===== config.mk =====
export PLATFORM = sky130hd
export DESIGN_NAME = gtf_ctrl
export DESIGN_NICKNAME = d
export VERILOG_FILES = /design/src/rtl/gtf_pkg.sv /design/src/rtl/gtf_ctrl.sv
export SDC_FILE = /design/constraint.sdc
export NUM_CORES = 1
export LEC_CHECK = 0
export ABC_AREA = 1
export BUFFER_PORTS_ARGS = -buffer_cell sky130_fd_sc_hd__buf_2
export CAP_MARGIN = 20
export CORE_AREA = 8 8 45 47
export CTS_BUF_LIST = sky130_fd_sc_hd__clkbuf_8
export DETAILED_ROUTE_END_ITERATION = 6
export DIE_AREA = 0 0 53 55
export PLACE_DENSITY_LB_ADDON = 0.3
export SLEW_MARGIN = 15
export SYNTH_ARGS = -nofsm -noshare
export SYNTH_HDL_FRONTEND = slang
export SYNTH_SLANG_ARGS = --single-unit

===== constraint.sdc =====
create_clock -name clk_i -period 1.5 [get_ports clk_i]
set_input_delay 0.225 -clock clk_i [delete_from_list [all_inputs] [get_ports clk_i]]
set_output_delay 0.225 -clock clk_i [all_outputs]
set_load 0.02 [all_outputs]

===== src/rtl/gtf_pkg.sv =====
// ----------------------------------------------------------------------------
// gtf_pkg: shared types, constants and table builder for the GELU datapath
// Holds the packed activation and result words, the pipeline control bundle,
// the fixed-point coefficients and the elaboration-time tanh table function.
// ----------------------------------------------------------------------------
`default_nettype none

package gtf_pkg;

  // Field layout of one transaction
  localparam int unsigned FIELD_LANES = 8;
  localparam int unsigned DATA_W      = 16;

  // Lane pipeline depth, plus one merge register at the end
  localparam int unsigned LANE_STAGES = 8;
  localparam int unsigned STAGES      = LANE_STAGES + 1;

  // Fixed-point coefficients (Q.24) and unity in Q.16
  localparam logic [19:0] CUBIC_Q24 = 20'd750193;
  localparam logic [23:0] SCALE_Q24 = 24'd13386282;
  localparam logic [16:0] ONE_Q16   = 17'h10000;

  typedef struct packed {
    logic signed [DATA_W-1:0] x0;
    logic signed [DATA_W-1:0] x1;
    logic signed [DATA_W-1:0] x2;
    logic signed [DATA_W-1:0] x3;
    logic signed [DATA_W-1:0] x4;
    logic signed [DATA_W-1:0] x5;
    logic signed [DATA_W-1:0] x6;
    logic signed [DATA_W-1:0] x7;
  } gtf_x_t;

  typedef struct packed {
    logic signed [DATA_W-1:0] y0;
    logic signed [DATA_W-1:0] y1;
    logic signed [DATA_W-1:0] y2;
    logic signed [DATA_W-1:0] y3;
    logic signed [DATA_W-1:0] y4;
    logic signed [DATA_W-1:0] y5;
    logic signed [DATA_W-1:0] y6;
    logic signed [DATA_W-1:0] y7;
  } gtf_y_t;

  // Per-stage load enables and the output valid
  typedef struct packed {
    logic [STAGES-1:0] en;
    logic              out_vld;
  } gtf_ctl_t;

  // Shift-subtract division, used only while building constant tables
  function automatic logic [63:0] udiv64(input logic [63:0] num, input logic [63:0] den);
    logic [64:0] rem;
    logic [63:0] quo;
    rem = '0;
    quo = '0;
    for (int b = 63; b >= 0; b--) begin
      rem = {rem[63:0], num[b]};
      if (rem >= {1'b0, den}) begin
        rem    = rem - {1'b0, den};
        quo[b] = 1'b1;
      end
    end
    return quo;
  endfunction

  // tanh(4*i/n) in unsigned Q.16, built from q = e^(-8i/n) in Q.32
  function automatic logic [15:0] tanh_point(input int unsigned n, input int unsigned i);
    logic [63:0] term;
    logic [63:0] sum;
    logic [63:0] b;
    logic [63:0] q;
    logic [63:0] num;
    logic [63:0] den;
    logic [63:0] pt;
    term = 64'd1 << 40;
    sum  = term;
    // Taylor series of e^(-8/n) in Q.40
    for (int k = 1; k <= 15; k++) begin
      term = udiv64(term * 64'd8, 64'(n) * 64'(k));
      if ((k & 1) != 0) sum = sum - term;
      else              sum = sum + term;
    end
    b = (sum + 64'd128) >> 8;
    q = 64'd1 << 32;
    for (int unsigned j = 0; j < i; j++) begin
      q = (q * b + (64'd1 << 31)) >> 32;
    end
    num = (64'd1 << 32) - q;
    den = (64'd1 << 32) + q;
    pt  = udiv64((num << 16) + (den >> 1), den);
    return pt[15:0];
  endfunction

endpackage

`default_nettype wire


===== src/rtl/gtf_ctrl.sv =====
// ----------------------------------------------------------------------------
// gtf_ctrl: valid tracking and stall control for the lane pipeline
// Keeps one valid bit per stage and lets each stage load whenever it is
// empty or its contents move on, so bubbles collapse under backpressure.
// ----------------------------------------------------------------------------
`default_nettype none

module gtf_ctrl (
  input  wire logic               clk_i,
  input  wire logic               rst_ni,
  input  wire logic               in_valid_i,
  input  wire logic               out_ready_i,
  output logic                    in_ready_o,
  output gtf_pkg::gtf_ctl_t       ctl_o
);
  import gtf_pkg::*;

  logic [STAGES-1:0] vld_q;
  logic [STAGES-1:0] vld_d;
  logic [STAGES-1:0] en;

  // Propagate load enables from the output back to the input
  always_comb begin
    en[STAGES-1] = !vld_q[STAGES-1] || out_ready_i;
    for (int k = STAGES - 2; k >= 0; k--) begin
      en[k] = !vld_q[k] || en[k+1];
    end
  end

  // Advance valid bits with their stage
  always_comb begin
    vld_d[0] = en[0] ? in_valid_i : vld_q[0];
    for (int k = 1; k < STAGES; k++) begin
      vld_d[k] = en[k] ? vld_q[k-1] : vld_q[k];
    end
  end

  always_ff @(posedge clk_i or negedge rst_ni) begin
    if (!rst_ni) begin
      vld_q <= '0;
    end else begin
      vld_q <= vld_d;
    end
  end

  assign in_ready_o    = en[0];
  assign ctl_o.en      = en;
  assign ctl_o.out_vld = vld_q[STAGES-1];

endmodule

`default_nettype wire


# Word-level counts from Yosys, hierarchy flattened
# Cells that the tools add are included.
[totals]
register_bits = 9
inputBits = 4
out_inout_bits = 11
word_cells = 27
[op_classes]
n_reduce_logical = 18
[ops]
columns = ["op", "count"]
rows = [
  ["logical NOT 1 bit", 9],
  ["logical OR 1 bit", 9],
]

# Logic depth before layout (Yosys ltp)
[logic_depth]
ltp_word = 10
mapped_depth = 7
ltp_nobuf = 7

# Worst setup path after synthesis
# No wires, ideal clock.
[synth_path]
path_kind = "register -> output"
from = "register vld_q[8]"
to = "output port ctl_o[1] (netlist name)"
arrival_ns = 1.352
required_time_ns = 1.275
setup_slack_ns = -0.077
stages_incl_launch_ff = 7
n_path_buf = 1
path_cell_list = "dfrtp_1 -> nand3_2 -> nor2_4 -> nand4_4 -> nor2_4 -> nand3_2 -> buf_4"
[synth_lines]
columns = ["element", "line_no", "source"]
rows = [
  ["start, declared", "gtf_ctrl.sv:18", "logic [STAGES-1:0] vld_q;"],
  ["start signal, assigned", "gtf_ctrl.sv:42", "vld_q <= vld_d;"],
  ["end, declared", "gtf_ctrl.sv:14", "output gtf_pkg::gtf_ctl_t ctl_o"],
]

# Worst setup path in the final report
[layout_path]
from = "register vld_q[8]"
to = "output port in_ready_o"
[layout_via]
elab_chain_cells = 10
[layout_rtl]
columns = ["element", "line_no", "source"]
rows = [
  ["logical NOT 1 bit", "gtf_ctrl.sv:24", "en[STAGES-1] = !vld_q[STAGES-1] || out_ready_i;"],
  ["logical OR 1 bit", "gtf_ctrl.sv:24", ""],
  ["logical OR 1 bit (8 in a row)", "gtf_ctrl.sv:26", "en[k] = !vld_q[k] || en[k+1];"],
  ["end, declared", "gtf_ctrl.sv:13", "output logic in_ready_o,"],
]
# No other way between the ends.

==> metrics.txt <==
status=finished, violations left; violated checks=setup timing; maximum operating frequency=645 MHz; final hold violations=0; Synth Register Bits=9; met2 Track Usage GR=8.59%; Top Ports=15; Distinct cells, synth=10; Synth-to-Final Area Change=42.7%; clock buffer depth=2; total power=0.910 mW; post-route cell area=573 um^2; CTS tree=yes; starting density of the core=29.0%; via-per-instance ratio=3.91; core area=1380 um^2; Max Clock Skew=0.00341 ns; IO buf count=14; Cell Count, Final, Fillers Out=74; Global Route met3 Usage=4.01%; Slowest-stage cell, CP=dfrtp_1; crit-path cells=nand3_4, nor2_4, nand4_4, nor2_4, nand3_4, buf_4; Clock Root Buffer=clkbuf_8; Worst VDD drop=0.659 mV; die height=55 um; GRT Total Usage=6.28%; fillers=158; Critical Path Fanout Max=4; Cells after Synth=40; Initial DRC Count=5; HPWL after detailed placement=584 um; Pwr Density=1590 nW/um^2; post-route clock period utilization=103%; Detail Route Antenna Nets=0; Slew headroom=86.2%; gr busiest metal=met2; Pins Over Slew Limit=0; Std-Cell Rows=14; Required @ worst endpoint=1.27 ns; sequential fraction of the synthesis area=56.1%; total CTS buffers=3; die area=2920 um^2; register area=225 um^2; layout cells sized above 1=43.1%; worst endpoint data arrival time=1.33 ns; final core area utilization=41.4%; max incr delay on CP=0.39 ns; initial antenna violation count=0; Leak Pwr=0.295 nW; delay-heaviest family, CP=simple AND/OR/NAND/NOR gates; Setup Viol. Count Final=3; register bank with the most flops=vld_q; Avg Cell Area, Syn=10.0 um^2; WP buf/inv=1; DRC=0; RSZ-0062 raised after global routing=true; gr ovfl total=0; fin worst setup slack=-0.0511 ns; nets=63; post-synthesis cell area=402 um^2; CP startpoint kind=register; Crit Path Class=reg2out; clock transition at the registers of the reported paths=0.04 ns; largest net degree at the start of global routing=10; Placed Cells=68; CTS H-tree depth=1; ANT cells=0; Synth Warn #=0; worst slew pin tran=0.206 ns; met1 Track Usage GR=6.68%; max reg flops=9; wire length per cell=9.76 um; Routed WL=722 um; clk sink count=9; MaxCap Viol Count=0; via count=289; vias in the first global route=300; area occupied by multi-input gates=140 um^2; Regs by FF count=vld_q (9); DRT Pass-1 Iters=4; Die Wd=53 um; placer congestion estimate=0.705; post-route minimum period=1.55 ns; Syn Nets=44; path type of the worst min-delay path=in2reg; DP Area=492 um^2; Worst-Skew Late Latency=0.23 ns; first-pass GRT wire length=1310 um; Crit. End Element=output port
## timing repair
item,in CTS,in global routing
endpoints found under the setup margin,5,7
buffers inserted,1,0
hold buffers,1,0
hold endpoints to repair,9,0
gates resized for setup,3,3
## worst reg2reg max path, delay by kind of cell, from the launching register on
family        cells  cell delay [ns]
simple gates      4             0.47
buf+inv           1             0.11
flops             1             0.40
## layer usage
layer,wire [um],vias to the layer above,part of all wire [%]
met5,0,-,0
met4,0,0,0
met3,101,0,14
met2,332,11,46
met1,288,129,40
li1,-,149,-
## final timing paths
check                           startpoint    endpoint  slack [ns]  depth (start not counted)
worst max register to register    vld_q[8]    vld_q[5]        0.41                          5
max in group asynchronous           rst_ni    vld_q[1]        0.94                          2
worst min-delay path            in_valid_i    vld_q[0]        0.18                          3
worst min register to register    vld_q[6]    vld_q[7]        0.48                          2
worst max-delay path              vld_q[8]  in_ready_o       -0.05                          6
min in group asynchronous           rst_ni    vld_q[7]        0.38                          2
## power breakdown
group	total, mW	leakage [nW]	switching (mW)	internal (mW)
clock	0.270	0.0269	0.0925	0.178
combinational	0.305	0.175	0.185	0.120
sequential	0.335	0.0929	0.0425	0.292
## cell usage in the layout, fill, tap and decap left out
master / count
buf_6: 1
nand3_4: 2
buf_2: 10
or2_2: 1
nand4_4: 1
nand2_1: 10
clkbuf_8: 3
nor2_4: 3
buf_4: 4
dfrtp_1: 9
inv_1: 12
dlygate4sd3_1: 1
or2_1: 1
## metrics by stage
step | hold slack [ns] | setup TNS (ns) | setup WS [ns]
3_3_place_gp | 0.0892 | 0 | 0.143
5_1_grt | 0.181 | -0.760 | -0.163
4_1_cts | 0.175 | -0.272 | -0.0809
2_1_floorplan | -0.0706 | 0 | 0.0170
3_5_place_dp | 0.0874 | 0 | 0.133
6_report | 0.177 | -0.144 | -0.0511
## cell type report
type / instances / share of cell area [%]
clock inverter: 1 / 0.655
timing repair buffer: 16 / 17.7
sequential: 9 / 39.3
inverter: 11 / 7.21
multi-input combinational: 18 / 24.5
clock buffer: 3 / 7.21
tap: 16 / 3.49
## cell usage after synthesis
master	number	area, um^2
or2_1	1	6.26
nand3_2	2	20.0
buf_4	2	15.0
nor2_4	2	22.5
inv_1	11	41.3
nor2_2	1	6.26
nand4_4	1	21.3
dfrtp_1	9	225
nand2_1	10	37.5
or2_2	1	6.26
## cells by family after synthesis
| kind of cell | synth area share (%) |
|---|---|
| AND/OR/NAND/NOR | 29.9 |
| buffers and inverters | 14.0 |
| flip-flops | 56.1 |
(Power assumes the default switching activity.)
