[config.mk]
export PLATFORM = sky130hd
export DESIGN_NAME = gtf_merge
export DESIGN_NICKNAME = d
export VERILOG_FILES = /design/src/rtl/gtf_pkg.sv /design/src/rtl/gtf_merge.sv
export SDC_FILE = /design/constraint.sdc
export NUM_CORES = 1
export LEC_CHECK = 0
export BUFFER_PORTS_ARGS = -buffer_cell sky130_fd_sc_hd__buf_2
export CORE_AREA = 2 2 164 86
export CTS_CLUSTER_SIZE = 16
export DETAILED_ROUTE_END_ITERATION = 8
export DIE_AREA = 0 0 166 88
export SLEW_MARGIN = 10
export SYNTH_ARGS = -nofsm -noshare
export SYNTH_HDL_FRONTEND = slang
export SYNTH_SLANG_ARGS = --single-unit
[constraint.sdc]
create_clock -name clk_i -period 0.8 [get_ports clk_i]
set_input_delay 0.04 -clock clk_i [delete_from_list [all_inputs] [get_ports clk_i]]
set_output_delay 0.04 -clock clk_i [all_outputs]
set_load 0.05 [all_outputs]
[src/rtl/gtf_pkg.sv]
// ----------------------------------------------------------------------------
// gtf_pkg: shared types, constants and table builder for the GELU datapath
// Holds the packed activation and result words, the pipeline control bundle,
// the fixed-point coefficients and the elaboration-time tanh table function.
// ----------------------------------------------------------------------------
`default_nettype none

package gtf_pkg;

  // Field layout of one transaction
  localparam int unsigned FIELD_LANES = 8;
  localparam int unsigned DATA_W      = 16;

  // Lane pipeline depth, plus one merge register at the end
  localparam int unsigned LANE_STAGES = 8;
  localparam int unsigned STAGES      = LANE_STAGES + 1;

  // Fixed-point coefficients (Q.24) and unity in Q.16
  localparam logic [19:0] CUBIC_Q24 = 20'd750193;
  localparam logic [23:0] SCALE_Q24 = 24'd13386282;
  localparam logic [16:0] ONE_Q16   = 17'h10000;

  typedef struct packed {
    logic signed [DATA_W-1:0] x0;
    logic signed [DATA_W-1:0] x1;
    logic signed [DATA_W-1:0] x2;
    logic signed [DATA_W-1:0] x3;
    logic signed [DATA_W-1:0] x4;
    logic signed [DATA_W-1:0] x5;
    logic signed [DATA_W-1:0] x6;
    logic signed [DATA_W-1:0] x7;
  } gtf_x_t;

  typedef struct packed {
    logic signed [DATA_W-1:0] y0;
    logic signed [DATA_W-1:0] y1;
    logic signed [DATA_W-1:0] y2;
    logic signed [DATA_W-1:0] y3;
    logic signed [DATA_W-1:0] y4;
    logic signed [DATA_W-1:0] y5;
    logic signed [DATA_W-1:0] y6;
    logic signed [DATA_W-1:0] y7;
  } gtf_y_t;

  // Per-stage load enables and the output valid
  typedef struct packed {
    logic [STAGES-1:0] en;
    logic              out_vld;
  } gtf_ctl_t;

  // Shift-subtract division, used only while building constant tables
  function automatic logic [63:0] udiv64(input logic [63:0] num, input logic [63:0] den);
    logic [64:0] rem;
    logic [63:0] quo;
    rem = '0;
    quo = '0;
    for (int b = 63; b >= 0; b--) begin
      rem = {rem[63:0], num[b]};
      if (rem >= {1'b0, den}) begin
        rem    = rem - {1'b0, den};
        quo[b] = 1'b1;
      end
    end
    return quo;
  endfunction

  // tanh(4*i/n) in unsigned Q.16, built from q = e^(-8i/n) in Q.32
  function automatic logic [15:0] tanh_point(input int unsigned n, input int unsigned i);
    logic [63:0] term;
    logic [63:0] sum;
    logic [63:0] b;
    logic [63:0] q;
    logic [63:0] num;
    logic [63:0] den;
    logic [63:0] pt;
    term = 64'd1 << 40;
    sum  = term;
    // Taylor series of e^(-8/n) in Q.40
    for (int k = 1; k <= 15; k++) begin
      term = udiv64(term * 64'd8, 64'(n) * 64'(k));
      if ((k & 1) != 0) sum = sum - term;
      else              sum = sum + term;
    end
    b = (sum + 64'd128) >> 8;
    q = 64'd1 << 32;
    for (int unsigned j = 0; j < i; j++) begin
      q = (q * b + (64'd1 << 31)) >> 32;
    end
    num = (64'd1 << 32) - q;
    den = (64'd1 << 32) + q;
    pt  = udiv64((num << 16) + (den >> 1), den);
    return pt[15:0];
  endfunction

endpackage

`default_nettype wire

[src/rtl/gtf_merge.sv]
// ----------------------------------------------------------------------------
// gtf_merge: output register that gathers all lane results
// Packs the lane results into one result word, zero-filling unused lanes.
// ----------------------------------------------------------------------------
`default_nettype none

module gtf_merge #(
  parameter int unsigned LANES = 8
) (
  input  wire logic                                     clk_i,
  input  wire gtf_pkg::gtf_ctl_t                        ctl_i,
  input  wire logic [LANES-1:0][gtf_pkg::DATA_W-1:0]    lane_y_i,
  output gtf_pkg::gtf_y_t                               y_o
);
  import gtf_pkg::*;

  logic [FIELD_LANES-1:0][DATA_W-1:0] fill;
  gtf_y_t                             y_q;

  // Zero-fill lanes that are not built
  for (genvar k = 0; k < FIELD_LANES; k++) begin : g_fill
    if (k < LANES) begin : g_used
      assign fill[k] = lane_y_i[k];
    end else begin : g_unused
      assign fill[k] = '0;
    end
  end

  // Hold the result word until the transaction completes
  always_ff @(posedge clk_i) begin
    if (ctl_i.en[STAGES-1]) begin
      y_q.y0 <= fill[0];
      y_q.y1 <= fill[1];
      y_q.y2 <= fill[2];
      y_q.y3 <= fill[3];
      y_q.y4 <= fill[4];
      y_q.y5 <= fill[5];
      y_q.y6 <= fill[6];
      y_q.y7 <= fill[7];
    end
  end

  assign y_o = y_q;

endmodule

`default_nettype wire

==> results of run 1 <==
==> per-stage QoR <==
stage	cells	instance area (um^2)	setup TNS, ns	hold WS [ns]	setup WS (ns)
detailed placement	572	5460	-3.85	0.218	-0.0550
floorplan	128	3840	0	0.139	0.159
global placement	572	5460	-3.11	0.216	-0.0448
==> logic make-up after synthesis <==
group | Yosys count | share of synthesized area
flops | 128 | 1.00
==> results.md, run 1 <==
- # port buffers: 257
- Async S/R FF share, synth: 0
- H-tree depth: 4
- Post-CTS Hold Fix Bufs: 122
- FP Rows: 30
- Mapped Area: between 0.003 and 0.004 mm^2
- Post-CTS setup buffers: 0
- TritonCTS Sinks: 128
- Synth warnings: 0
- Syn Inst Count: between 100 and 150
- Register area share after synthesis: 1.00
- Dpl hpwl: 6980 um
- Failed at: clock tree synthesis (4_1_cts)
- Global placement routability congestion: approximately 0.79
- Yosys top cell by area: edfxtp_1
- I/O pin count: around 270
- Synth top area share: 1.00
- Synth area leaders: edfxtp_1
- Starting Density: 0.292
- Commonest cells in the netlist: edfxtp_1
- CTS Buf Count: 17
- Syn Nets: 267
- Avg Inst Size Synth: between 30 and 40 um^2
- Err: [ERROR RSZ-0060] Max buffer count reached.
- Max Root-Sink Buffers: 2
- Post-synth EDFFs: approximately 130
- PostCTS Resize Cnt: 256
- FF+latch count, synth: ~130
- Die Span X: between 150 and 200 um
- Yosys cell types: 1
- Most frequent cell after synthesis: edfxtp_1
- Status: stopped before the end
- CTS root buf: clkbuf_16
- Die H: 88 um
- Main synth FF type: edfxtp_1
==> run 2: changes to the inputs <==
--- a/config.mk
+++ b/config.mk
@@ -6,10 +6,10 @@
 export NUM_CORES = 1
 export LEC_CHECK = 0
 export BUFFER_PORTS_ARGS = -buffer_cell sky130_fd_sc_hd__buf_2
-export CORE_AREA = 2 2 164 86
-export CTS_CLUSTER_SIZE = 16
+export CORE_AREA = 2 2 142 144
 export DETAILED_ROUTE_END_ITERATION = 8
-export DIE_AREA = 0 0 166 88
+export DIE_AREA = 0 0 144 146
+export PLACE_DENSITY_LB_ADDON = 0.15
 export SLEW_MARGIN = 10
 export SYNTH_ARGS = -nofsm -noshare
 export SYNTH_HDL_FRONTEND = slang
==> constraint.sdc (replaced) <==
create_clock -name clk_i -period 1.04 [get_ports clk_i]
set_input_delay 0.052 -clock clk_i [delete_from_list [all_inputs] [get_ports clk_i]]
set_output_delay 0.052 -clock clk_i [all_outputs]
set_load 0.05 [all_outputs]
==> run 2 against run 1 <==
  * The flow now finishes without violations
  * Synthesized cell count unchanged
  * Synthesized area unchanged
==> results.md, run 2 <==
- Dpl hpwl: 7150 um (was 6980 um)
- Post-Route WL: 11200 um
- FF+latch count, synth: 128 (unchanged)
- I/O pin count: 267 (unchanged)
- Critical path buffer and inverter count: 1
- Area Growth Syn to Fin: 113%
- Yosys top cell by area: edfxtp_1 (unchanged)
- Syn Inst Count: 128 (unchanged)
- Post-CTS setup buffers: 0 (unchanged)
- Global placement routability congestion: 0.697 (was 0.791)
- Final hold viol count: 0
- First-pass GRT wire length: between 15000 and 20000 um
- Pin count of the biggest net entering global routing: 38
- Register area share after synthesis: 1.00 (unchanged)
- Max cap viols: 0
- Post-synth EDFFs: 128 (unchanged)
- Worst-Margin Slew: between 0.2 and 0.25 ns
- # setup viols final: 0
- Die H: 146 um (was 88 um)
- Arrival time worst endpoint: 0.98 ns
- Final ANT Viol Nets: 0
- Commonest cells in the netlist: edfxtp_1 (unchanged)
- TritonCTS Sinks: 128 (unchanged)
- Synth area leaders: edfxtp_1 (unchanged)
- Mapped Area: 0.00384 mm^2 (unchanged)
- Die Span X: 144 um (was 166 um)
- Syn Nets: 267 (unchanged)
- Post-Place Worst Slack: 0.114 ns (was -0.0550 ns)
- Register Area: between 0.003 and 0.004 mm^2
- Min Tclk post-route: 1.03 ns
- Multi-input combinational gate total: 0
- Vias in the first global route: ~3200
- Via density: between 3 and 4
- Max incr delay on CP: roughly 0.40 ns
- Setup CP Type: reg2out
- RSZ-0062 raised after global routing: yes
- Initial DRC count: 80
- Max reg flops: around 130
- Global-route usage over all layers: 0.105
- Worst Slack Setup Final: ~0.0063 ns
- Main synth FF type: edfxtp_1 (unchanged)
- Synth top area share: 1.00 (unchanged)
- H-tree depth: 4 (unchanged)
- Worst path cell trace: buf_6
- Dpl cells: 658 (was 572)
- Fin. max-slew vios: 0
- DRC: 0
- Fin crit share: 0.994
- Slew headroom: 0.847
- Final nets: around 680
- Most frequent cell after synthesis: edfxtp_1 (unchanged)
- Worst Setup End Kind: output pin
- CTS root buf: clkbuf_16 (unchanged)
- Yosys cell types: 1 (unchanged)
- CTS Buf Count: 17 (unchanged)
- Status: finished, final reports clean (was stopped before the end)
- Multi-input logic area: 0 um^2
- Worst setup path endpoint: y_o[6]
- Via count: between 2000 and 3000
- Worst setup startpoint: y_o[6]
- Slowest cell on crit path: edfxtp_1
- FMAX: approximately 970 MHz
- Worst Hold Class: in2reg
- Worst path required time: just under 1 ns
- FP Rows: 51 (was 30)
- P per Cell Area: 1840 mW/mm^2
- Commonest cells after routing, fill and taps aside: dlygate4sd3_1, buf_2, buf_6, edfxtp_1, clkbuf_16
- GR Overflow Total: 0
- Non-filler cells, final: 818
- Worst-path maximum fanout: 1
- # port buffers: 257 (unchanged)
- Max Root-Sink Buffers: 2 (unchanged)
- Core ar.: roughly 0.019 mm^2
- VDD IR-drop max: roughly 1.0 mV
- Total Neg Setup Slack: 0 ns
- Starting Density: 0.199 (was 0.292)
- P_leak: 0.00338 uW
- Avg WL per Cell: ~14 um
- Antenna diodes: 0
- Family with the most delay on the worst path: flip-flops
- FILL cells: roughly 1700
- Initial antenna violation count: 0
- Synth warnings: 0 (unchanged)
- CTS tree: done
- Reg clk slew, reported paths: 0.06 ns
- Setup crit start kind: flop
- Async S/R FF share, synth: 0 (unchanged)
- Avg Inst Size Synth: 30.0 um^2 (unchanged)
- Share of layout cells above drive strength 1: 0.532
- Die ar.: 0.0210 mm^2
- Drt pass-1 iters: 4
- Critical path depth in cells: 1
-- run 2: cell counts after synthesis --
No cell type changed its count.
-- run 2: how the worst min path moves through the flow --
stage / from / to / slack (ns) / depth (start not counted)
finish: ctl_i[9] / y_o[114] / 0.03 / 1
global route: ctl_i[9] / y_o[114] / 0.02 / 1
CTS: ctl_i[9] / y_o[114] / 0.02 / 1
detailed placement: lane_y_i[66] / y_o[50] / 0.23 / 1
global placement: lane_y_i[35] / y_o[83] / 0.23 / 1
floorplan: lane_y_i[112] / y_o[0] / 0.15 / 0
-- run 2: final cells by class --
cell class	instances	area share
flip-flops and latches	128	0.469
repair buffers	393	0.421
clock buffers	17	0.0519
well taps	265	0.0404
clock inverters	15	0.0177
-- run 2: metrics by stage --
step	area [um^2]	total power (uW)	hold slack, ns	utilization
final	8200	15100	0.0270	0.424
after global routing	8200	15700	0.0170	0.424
after CTS	8020	15200	0.0219	0.415
after detailed placement	5550	8540	0.230	0.287
after global placement	5550	8540	0.229	0.287
after floorplan	3840	7790	0.151	-
-- run 2: what timing repair did --
item / 4_1_cts / 5_1_grt
resized for setup: 208 / 49
setup endpoints to repair: 127 / 118
hold endpoints to repair: 128 / 0
hold buffers: 128 / 0
-- run 2: per-layer routing --
metal | GRT usage | wire length (um) | vias to the layer above
met3 | 0.0490 | 1060 | 17
met1 | 0.105 | 4040 | 1350
li1 | - | - | 1351
met4 | 0.0515 | 245 | 0
met2 | 0.182 | 5890 | 164
met5 | 0 | 0 | -
-- run 2: kinds of logic (layout without fill, tap and decap cells) --
| group | after synthesis | in the layout | share of synthesized area |
|---|---|---|---|
| flip-flops | 128 | 128 | 1.00 |
| buffers and inverters | 0 | 425 | 0 |
-- run 2: report_power, final --
part	internal (uW)	switching (uW)	total (uW)
Sequential	6150	185	6330
Clock	3500	2200	5700
Combinational	1240	1820	3050
Total	10900	4200	15100
No activity file was read; power rests on OpenSTA's default activity.
